**src/hw/rtl/assert_macros.svh**
```systemverilog
// Assertion macros shared by the RTL files.
`ifndef ASSERT_MACROS_SVH
`define ASSERT_MACROS_SVH
`ifndef NO_ASSERTIONS
`define ASSERT_ALWAYS(label, clk, rst, expr) \
  label: assert property (@(posedge clk) disable iff (rst) (expr)) \
    else $error("assertion failed");
`define ASSERT_IMPLIES(label, clk, rst, ante, cons) \
  label: assert property (@(posedge clk) disable iff (rst) (ante) |-> (cons)) \
    else $error("assertion failed");
`define ASSERT_NEXT(label, clk, rst, ante, cons) \
  label: assert property (@(posedge clk) disable iff (rst) (ante) |=> (cons)) \
    else $error("assertion failed");
`else
`define ASSERT_ALWAYS(label, clk, rst, expr)
`define ASSERT_IMPLIES(label, clk, rst, ante, cons)
`define ASSERT_NEXT(label, clk, rst, ante, cons)
`endif
`endif

```
**src/hw/rtl/fpfc_pkg.sv**
```systemverilog
// Types and constants of the fractional PLL factor calculator.
`default_nettype none
package fpfc_pkg;
  localparam int FRAC_BITS_DEF = 24;
  localparam int DIV_W = 32;
  localparam logic [31:0] N_MIN = 32'd6;
  localparam logic [31:0] N_MAX = 32'd12;
  localparam logic [4:0] ROUND_HALF = 5'd5;
  // ceil(2^31 / 10); exact quotient by ten for values below 2^30
  localparam logic [27:0] RECIP10 = 28'd214748365;
  localparam int RECIP_SHIFT = 31;

  typedef struct packed {
    logic [31:0] target_freq;
    logic [31:0] ref_freq;
  } req_t;

  typedef struct packed {
    logic        prescale_half;
    logic [3:0]  int_ratio;
    logic [23:0] frac_ratio;
    logic        ratio_out_of_range;
    logic        ref_zero_error;
  } res_t;

  typedef struct packed {
    logic        valid;
    logic        pre;
    logic        zero;
    logic [31:0] d;
    logic [31:0] p;
    logic [31:0] dvd;
    logic [31:0] q;
    logic [31:0] n;
  } stage_t;
endpackage
`default_nettype wire

```
**src/hw/rtl/fpfc_div_cell.sv**
```systemverilog
// One restoring-division step with its stage register.
`default_nettype none
module fpfc_div_cell (
  input  wire logic            clk,
  input  wire logic            rst,
  input  wire logic            en,
  input  wire fpfc_pkg::stage_t prev,
  output fpfc_pkg::stage_t     cur
);
  import fpfc_pkg::*;

  logic [32:0] t;
  logic [32:0] diff;
  logic        ge;
  stage_t      nxt;

  always_comb begin
    t    = {prev.p, prev.dvd[31]};
    diff = t - {1'b0, prev.d};
    ge   = (t >= {1'b0, prev.d});
    nxt  = prev;
    nxt.p   = ge ? diff[31:0] : t[31:0];
    nxt.dvd = {prev.dvd[30:0], 1'b0};
    nxt.q   = {prev.q[30:0], ge};
  end

  always_ff @(posedge clk) begin
    if (rst) begin
      cur.valid <= 1'b0;
    end else if (en) begin
      cur <= nxt;
    end
  end
endmodule
`default_nettype wire

```
**config.mk**
```make
export PLATFORM = sky130hd
export DESIGN_NAME = fpfc_div_cell
export DESIGN_NICKNAME = d
export VERILOG_FILES = /design/src/hw/rtl/assert_macros.svh /design/src/hw/rtl/fpfc_pkg.sv /design/src/hw/rtl/fpfc_div_cell.sv
export SDC_FILE = /design/constraint.sdc
export NUM_CORES = 1
export LEC_CHECK = 0
export ABC_CLOCK_PERIOD_IN_PS = 11200
export BUFFER_PORTS_ARGS = -buffer_cell sky130_fd_sc_hd__buf_2
export CAP_MARGIN = 10
export CORE_MARGIN = 5
export CORE_UTILIZATION = 47
export CTS_CLUSTER_DIAMETER = 150
export DETAILED_ROUTE_END_ITERATION = 7
export PLACE_DENSITY_LB_ADDON = 0.25
export RECOVER_POWER = 50
export SETUP_SLACK_MARGIN = 0.4
export SYNTH_ARGS = -nofsm -noshare
export SYNTH_HDL_FRONTEND = slang
export SYNTH_SLANG_ARGS = --single-unit
```
**constraint.sdc**
```tcl
create_clock -name clk -period 11.2 [get_ports clk]
set_input_delay 2.24 -clock clk [delete_from_list [all_inputs] [get_ports clk]]
set_output_delay 2.24 -clock clk [all_outputs]
set_load 0.05 [all_outputs]
```
== Yosys cells after proc, flatten, opt, wreduce, memory -nomap -nowiden ==
Cells that the tools add are included.

* Register bits after elaboration: 162
* Output and inout bits: 163
* Word-level logic and storage cells: 13

* Add/subtract/negate cells: 1
* Order comparisons: 1
* Mux-type cells: 1
* Bitwise gates (word level): 1
* Reductions and logical operators: 1

{| class="wikitable"
|+ Operators with widths
! operator !! count
|-
| $ge 33x32->1 || 1
|-
| $mux 32 || 1
|-
| $sub 32x32->32 || 1
|-
| $reduce_and 2->1 || 1
|-
| $not 1->1 || 1
|}

== Depth between registers and ports, before layout ==
Gate-level depths: netlist of run 1.

* Word-level depth: 2
* Depth in mapped cells: 13
* Mapped depth without buffers: 12

== Least setup slack after synthesis of run 1 ==
Ideal clock, no wire load.

* Path kind: input to register
* From: input port rst
* To: register cur[0] in the netlist's numbering, enable pin
* Library setup time: 0.706 ns
* Data arrival time: 9.375 ns
* Data required time: 10.494 ns
* Slack: 1.120 ns
* Stages on the path: 1
* Buffers on the path: 0
* Cells stage by stage: nor2b_1

* Cells in the longest elaborated chain, start to end: 2

{| class="wikitable"
|+ RTL lines
! what !! line !! RTL
|-
| from (decl) || fpfc_div_cell.sv:5 || <nowiki>input wire logic rst,</nowiki>
|-
| $not 1->1 (no source line) || -- ||
|-
| $reduce_and 2->1 (no source line) || -- ||
|-
| to (signal assigned) || fpfc_div_cell.sv:31 || <nowiki>cur <= nxt;</nowiki>
|-
| to (decl) || fpfc_div_cell.sv:8 || <nowiki>output fpfc_pkg::stage_t cur</nowiki>
|}

Every way passes these cells.
A chain may end at the register's enable or synchronous reset.

==> reports/metrics.csv, run 1 <==
metric,value,unit
outcome,"finished, violations left",
violated checks,"capacitance limit, slew limit",
number of non-filler instances in the completed layout,1047,
max FFs per register,162,
Overall Power,1.70,mW
share of the clock period used by the worst path,0.520,
RSZ-0062 raised after global routing,false,
post-synthesis instance area,7090,um^2
number of optimization iterations in the first detailed-route pass,5,
kind of launch point of the worst setup path,input pin,
instance count of the mapped netlist,510,
post-detailed-route via-to-cell ratio,5.10,
delay contributed by the slowest stage of the critical path,880,ps
number of warnings printed during yosys synthesis,0,
first-pass GRT wire length,29200,um
CTS max path bufs,2,
site row count,45,
clock transition at the registers of the reported paths,70,ps
final routed wire length divided by cell count,18.5,um
number of DRC violations after detailed routing,0,
clock tree from TritonCTS,yes,
number of distinct library cells after synthesis,49,
# Max-Cap Violations,1,
final setup margin,5370,ps
total negative slack,0,ps
die boundary height,133,um
clock skew,0,ps
Antenna Nets Post-Route,0,
area overhead of the layout relative to synthesis,31.9,%
Clock Sinks,162,
Starting Density,0.474,
via count of the first global-routing pass,5403,
antenna violations before repair,6,
Max Transition Viols Final,25,
ratio of cells with drive above 1 in the final layout,0.300,
Final Core Density,0.625,
Regs by FF count,cur (162),
measured slew at the worst slew-check pin,1880,ps
leakage,3.85,nW
pre-CTS WS,4960,ps
CTS HTree Levels,4,
master of the slowest instance on the critical path,o31ai_4,
width of the die,133,um
maximum resistive drop on vdd,104,uV
Top reg by flops,cur,
final design instance area without fill,9360,um^2
Worst Path Max Fanout,29,
Post-CTS Resized,0,
HPWL after detailed placement,15100,um
sequence of cells on the critical path,"clkbuf_1, inv_1, ha_1, nand4_1, or4_1, a21oi_1, nor3_1, a211oi_2, o21ai_2, o31ai_4, buf_4, mux2_2",
number of instances in the placed design,1009,
register area share after synthesis,0.684,
cell at the root of the clock tree,clkbuf_16,
number of setup buffers added after CTS,0,
vias post-DR,5341,
post-place instance area,8900,um^2
final-report hold violation count,0,
Worst-Skew Late Latency,420,ps
Required @ worst endpoint,11370,ps
DR iter-0 viols,325,
clock buffers created by TritonCTS,17,
Worst slew margin,-0.256,
worst endpoint data arrival time,6000,ps
wire length reported by the detailed router,19400,um
class of the most critical hold timing path,reg2reg,
hold slack,523,ps
count of nets after finishing,1039,
minimum clock period,5830,ps
final weighted congestion in routability-driven placement,0.885,
mean cell area of the mapped netlist,13.9,um^2
Core Footprint,15000,um^2
crit path capture type,register,
layout filler cell count,1257,
final setup vio count,0,
overall die area,17600,um^2
grt total ovfl,0,
ratio of total power to cell area,181,nW/um^2
Critical Setup Path Class,in2reg,
number of I/O pins,329,
synthesized flop and latch total,162,
maximum clock frequency,172,MHz
total nets after synthesis,709,
maximum number of pins on one net before global-route repair,85,
IO Port Bufs,326,
CTS hold repair buffers,0,
total routing resource utilization after global routing,0.214,
worst max-delay path, delay by kind of cell:
| kind | cells | cell delay (ps) |
|---|---|---|
| multiplexers | 1 | 390 |
| buffers and inverters | 3 | 640 |
| adder cells (fa/ha/maj) | 1 | 410 |
| AO/OA/AOI/OAI | 4 | 1460 |
| AND/OR/NAND/NOR | 3 | 830 |
cell usage after synthesis (all sizes together):
| master | n | area share |
|---|---|---|
| a211o | 2 | 0.0025 |
| a211oi | 4 | 0.0049 |
| a21o | 12 | 0.013 |
| a21oi | 54 | 0.038 |
| a2bb2oi | 2 | 0.0025 |
| a31o | 1 | 0.0012 |
| a31oi | 5 | 0.0044 |
| a41o | 1 | 0.0014 |
| and2 | 1 | 0.00088 |
| and3 | 1 | 0.00088 |
| and4 | 2 | 0.0025 |
| buf | 12 | 0.0099 |
| clkbuf | 6 | 0.0034 |
| conb | 1 | 0.00053 |
| dfxtp | 1 | 0.0028 |
| edfxtp | 161 | 0.68 |
| fa | 1 | 0.0028 |
| ha | 32 | 0.056 |
| inv | 38 | 0.020 |
| mux2 | 10 | 0.016 |
| mux2i | 3 | 0.0042 |
| nand2 | 27 | 0.014 |
| nand2b | 4 | 0.0035 |
| nand3 | 8 | 0.0056 |
| nand3b | 1 | 0.0011 |
| nand4 | 7 | 0.0062 |
| nand4b | 1 | 0.0012 |
| nor2 | 37 | 0.020 |
| nor2b | 3 | 0.0026 |
| nor3 | 2 | 0.0014 |
| nor4 | 4 | 0.0035 |
| o211ai | 4 | 0.0042 |
| o21a | 6 | 0.0063 |
| o21ai | 17 | 0.013 |
| o21bai | 3 | 0.0032 |
| o22ai | 2 | 0.0018 |
| o311a | 1 | 0.0014 |
| o31ai | 2 | 0.0041 |
| o41ai | 2 | 0.0025 |
| or2 | 1 | 0.00088 |
| or4 | 1 | 0.0011 |
| xnor2 | 16 | 0.020 |
| xor2 | 11 | 0.014 |
cells by family after synthesis:
family	count (synthesis)	synth area share
flops	162	0.684
compound gates	118	0.104
simple gates	100	0.0653
buf+inv	56	0.0333
fa+ha+maj	33	0.0593
xor+xnor	27	0.0333
mux	13	0.0201
other cells	1	0.000529
placed cells by master, fill, tap and decap left out, types with 3 or more instances in the layout:
master	netlist	routed
edfxtp_1	161	161
buf_4	4	3
a211oi_1	3	3
nand2b_1	4	4
mux2_1	4	4
inv_6	0	6
nand4_1	7	7
mux2_2	6	6
a21oi_1	54	54
o21ai_0	16	16
inv_1	38	38
nand2_1	27	27
o211ai_1	4	4
nor4_1	4	4
clkbuf_16	0	17
buf_2	8	211
o21a_1	6	6
a21o_1	12	12
xnor2_1	16	16
xor2_1	11	11
clkbuf_1	5	116
a31oi_1	5	5
nand3_1	8	8
ha_1	32	32
nor2_1	37	37
o21bai_1	3	3
nor2b_1	3	3
mux2i_1	3	3
diode_2	0	6
area by class of cell:
class,instances,area (um^2),area share
flip-flops and latches,162,4850,0.519
multi-input cells,292,2000,0.214
repair buffers,329,1510,0.161
clock buffers,18,429,0.0459
well taps,188,235,0.0251
clock inverters,14,169,0.0181
inverters,38,143,0.0152
diodes,6,15.0,0.00160
where the power goes:
| part | internal (mW) | total [mW] | leakage [nW] | switching, mW |
|---|---|---|---|---|
| Combinational | 0.0991 | 0.374 | 2.04 | 0.275 |
| Clock | 0.336 | 0.589 | 0.287 | 0.253 |
| Sequential | 0.724 | 0.735 | 1.52 | 0.0118 |
| Total | 1.16 | 1.70 | 3.85 | 0.539 |
routing by layer:
| layer | wire length (um) | vias to the layer above | GRT usage | part of all wire |
|---|---|---|---|---|
| met5 | 13 | - | 0 | 0.00067 |
| met4 | 446 | 2 | 0.0918 | 0.023 |
| met3 | 1580 | 31 | 0.0669 | 0.082 |
| met2 | 10200 | 223 | 0.378 | 0.53 |
| met1 | 7140 | 2518 | 0.237 | 0.37 |
| li1 | - | 2567 | - | - |
final timing paths:
check                         from  depth (start not counted)                    end  slack, ps
max reg2reg  cur[162]$_SDFFE_PP0P_                          2  cur[162]$_SDFFE_PP0P_      10610
min          cur[162]$_SDFFE_PP0P_                          2  cur[162]$_SDFFE_PP0P_        520
max                      prev[146]                         12     cur[106]$_DFFE_PP_       5370
min reg2reg  cur[162]$_SDFFE_PP0P_                          2  cur[162]$_SDFFE_PP0P_        520
No activity file was read; power rests on OpenSTA's default activity.
==> inputs of run 2 (changes only) <==
Settings changed: ABC_CLOCK_PERIOD_IN_PS 11200 to 5800.
Clock period 11.2 ns to 5.8 ns, I/O delays scaled along.
==> run 2 against run 1 <==
Effect of this change:
- the flow still finishes with violations (capacitance limit, slew limit)
- power increased by 93%
- design area increased by 1.3%
- worst hold slack got worse by 18 ps
- clock skew did not move
- utilization grew 0.84 points
- die area did not move
- combinational power rose by 97%
- clock-buffer cell count rose by 1
- non-clock buffer count decreased by 1
- sequential share of layout area decreased by 0.68 points
- critical path type unchanged
- critical endpoint is now cur[96]$_DFFE_PP_
- highest routed layer unchanged
==> reports/metrics.csv, run 2 (same netlist as run 1, synthesis figures left out) <==
metric,value,unit,change
outcome,"finished, violations left",,
violated checks,"capacitance limit, slew limit",,
Bufs and invs on worst path,2,,-1
antenna violations before repair,7,,+1
maximum resistive drop on vdd,206,uV,+99%
number of non-filler instances in the completed layout,1046,,-0.096%
number of setup buffers added after CTS,0,,unchanged
crit path capture type,register,,
power share of the sequential group,0.433,,about the same
Antenna Nets Post-Route,0,,unchanged
clock buffers created by TritonCTS,17,,unchanged
cell at the root of the clock tree,clkbuf_16,,
ratio of cells with drive above 1 in the final layout,0.412,,+0.112
Core Footprint,15000,um^2,unchanged
count of nets after finishing,1038,,-0.096%
clock transition at the registers of the reported paths,70,ps,about the same
Required @ worst endpoint,5730,ps,-5640 ps
grt total ovfl,0,,unchanged
"commonest non-fill, non-tap cells in the layout","buf_2 (306), edfxtp_1 (161), a21oi_1 (54), inv_1 (38), nor2_1 (37)",,
internal power,2.26,mW,+95%
class of the most critical hold timing path,reg2reg,,
die boundary height,133,um,unchanged
vias post-DR,5354,,+0.24%
top cell family by delay on the critical path,buffers and inverters,,
ratio of total power to cell area,346,nW/um^2,+91%
Top reg by flops,cur,,
site row count,45,,unchanged
clock skew,0,ps,unchanged
# Max-Cap Violations,1,,unchanged
number of DRC violations after detailed routing,0,,unchanged
final weighted congestion in routability-driven placement,0.891,,+0.68%
final setup vio count,0,,unchanged
share of power burned in combinational logic,0.225,,+0.005
total routing resource utilization after global routing,0.209,,-0.00519
number of optimization iterations in the first detailed-route pass,6,,+1
Starting Density,0.474,,unchanged
final-report hold violation count,0,,unchanged
CTS hold repair buffers,0,,unchanged
maximum clock frequency,233,MHz,
number of instances in the placed design,1008,,-0.099%
delay contributed by the slowest stage of the critical path,2650,ps,+1770 ps
post-detailed-route via-to-cell ratio,5.12,,+0.34%
total negative slack,0,ps,unchanged
area overhead of the layout relative to synthesis,33.7,%,
Worst slew margin,-1.59,,-1.34
Overall Power,3.28,mW,+93%
maximum number of pins on one net before global-route repair,162,,+91%
max FFs per register,162,,unchanged
Post-CTS Resized,0,,unchanged
Sw Pwr,1.02,mW,+89%
share of the clock period used by the worst path,0.740,,
worst endpoint data arrival time,4230,ps,-1770 ps
Max Transition Viols Final,162,,+550%
DR iter-0 viols,347,,+6.8%
measured slew at the worst slew-check pin,3890,ps,+2010 ps
leakage,4.12,nW,+7.0%
CTS HTree Levels,4,,unchanged
Clock Sinks,162,,unchanged
HPWL after detailed placement,14700,um,-2.5%
clock tree from TritonCTS,yes,,
Worst Path Max Fanout,161,,+460%
kind of launch point of the worst setup path,input pin,,
minimum clock period,4290,ps,
width of the die,133,um,unchanged
Worst-Skew Late Latency,420,ps,about the same
overall die area,17600,um^2,unchanged
final routed wire length divided by cell count,18.1,um,-2.3%
via count of the first global-routing pass,5327,,-1.4%
most frequent standard cell in the layout excluding fill and tap cells,buf_2,,
IO Port Bufs,326,,unchanged
Regs by FF count,cur (162),,
sequence of cells on the critical path,"clkbuf_1, nor2b_4, clkbuf_2",,
first-pass GRT wire length,28600,um,-1.8%
CTS max path bufs,2,,unchanged
Net Sw Frac,0.310,,-0.00729
RSZ-0062 raised after global routing,false,,
clock group share of total power,0.342,,-0.005
master of the slowest instance on the critical path,clkbuf_2,,
Critical Setup Path Class,in2reg,,
wire length reported by the detailed router,18900,um,-2.4%
number of I/O pins,329,,unchanged
==> run 2: changes by cell type in the layout (fill, tap and decap cells not counted), sizes merged <==
cell	delta
buf	+93
clkinv	+1
inv	-2
clkbuf	-93
==> run 2: through the flow <==
step | setup WS, ps | hold WS [ps] | area, um^2 | utilization
detailed placement | 1180 | 490 | 8910 | 0.595
finish | 1510 | 505 | 9480 | 0.633
global placement | 1220 | 471 | 8910 | 0.595
CTS | 1610 | 510 | 9510 | 0.635
global route | 1220 | 540 | 9480 | 0.633
floorplan | 1790 | 733 | 7100 | -
==> run 2: worst paths after layout <==
| kind | start | to | slack [ps] | depth (start not counted) |
|---|---|---|---|---|
| min reg2reg | cur[162]$_SDFFE_PP0P_ | cur[162]$_SDFFE_PP0P_ | 510 | 2 |
| max reg2reg | cur[162]$_SDFFE_PP0P_ | cur[162]$_SDFFE_PP0P_ | 5220 | 2 |
| min | cur[162]$_SDFFE_PP0P_ | cur[162]$_SDFFE_PP0P_ | 510 | 2 |
| max | en | cur[96]$_DFFE_PP_ | 1510 | 3 |
==> run 2: layout make-up <==
class / instances / area (um^2)
Fill cell: 1210 / 5490
Sequential cell: 162 / 4850
Multi-Input combinational cell: 292 / 2010
Timing Repair Buffer: 328 / 1630
Clock buffer: 19 / 443
Tap cell: 188 / 235
Clock inverter: 13 / 151
Inverter: 38 / 143
Antenna cell: 6 / 15.0
==> run 2: worst reg2reg max path, cell delays in order, from the launching register on <==
cell	delay [ps]
dfxtp_1	310
mux2i_1	120
nor2_1	50
==> run 2: routing by layer <==
metal / vias up / track usage / routed length, um
met3: 31 / 0.0643 / 1590
met1: 2523 / 0.228 / 6700
met2: 228 / 0.374 / 10100
met4: 2 / 0.0872 / 459
li1: 2570 / - / -
met5: - / 0 / 13
==> run 2: power by group through the flow <==
stage | Combinational (mW) | Clock [mW] | Sequential [mW]
after floorplan | 0.234 | 0 | 1.75
after global placement | 0.732 | 0 | 1.44
after detailed placement | 0.740 | 0 | 1.44
after CTS | 0.743 | 1.15 | 1.42
after global routing | 0.783 | 1.21 | 1.43
final | 0.737 | 1.12 | 1.42
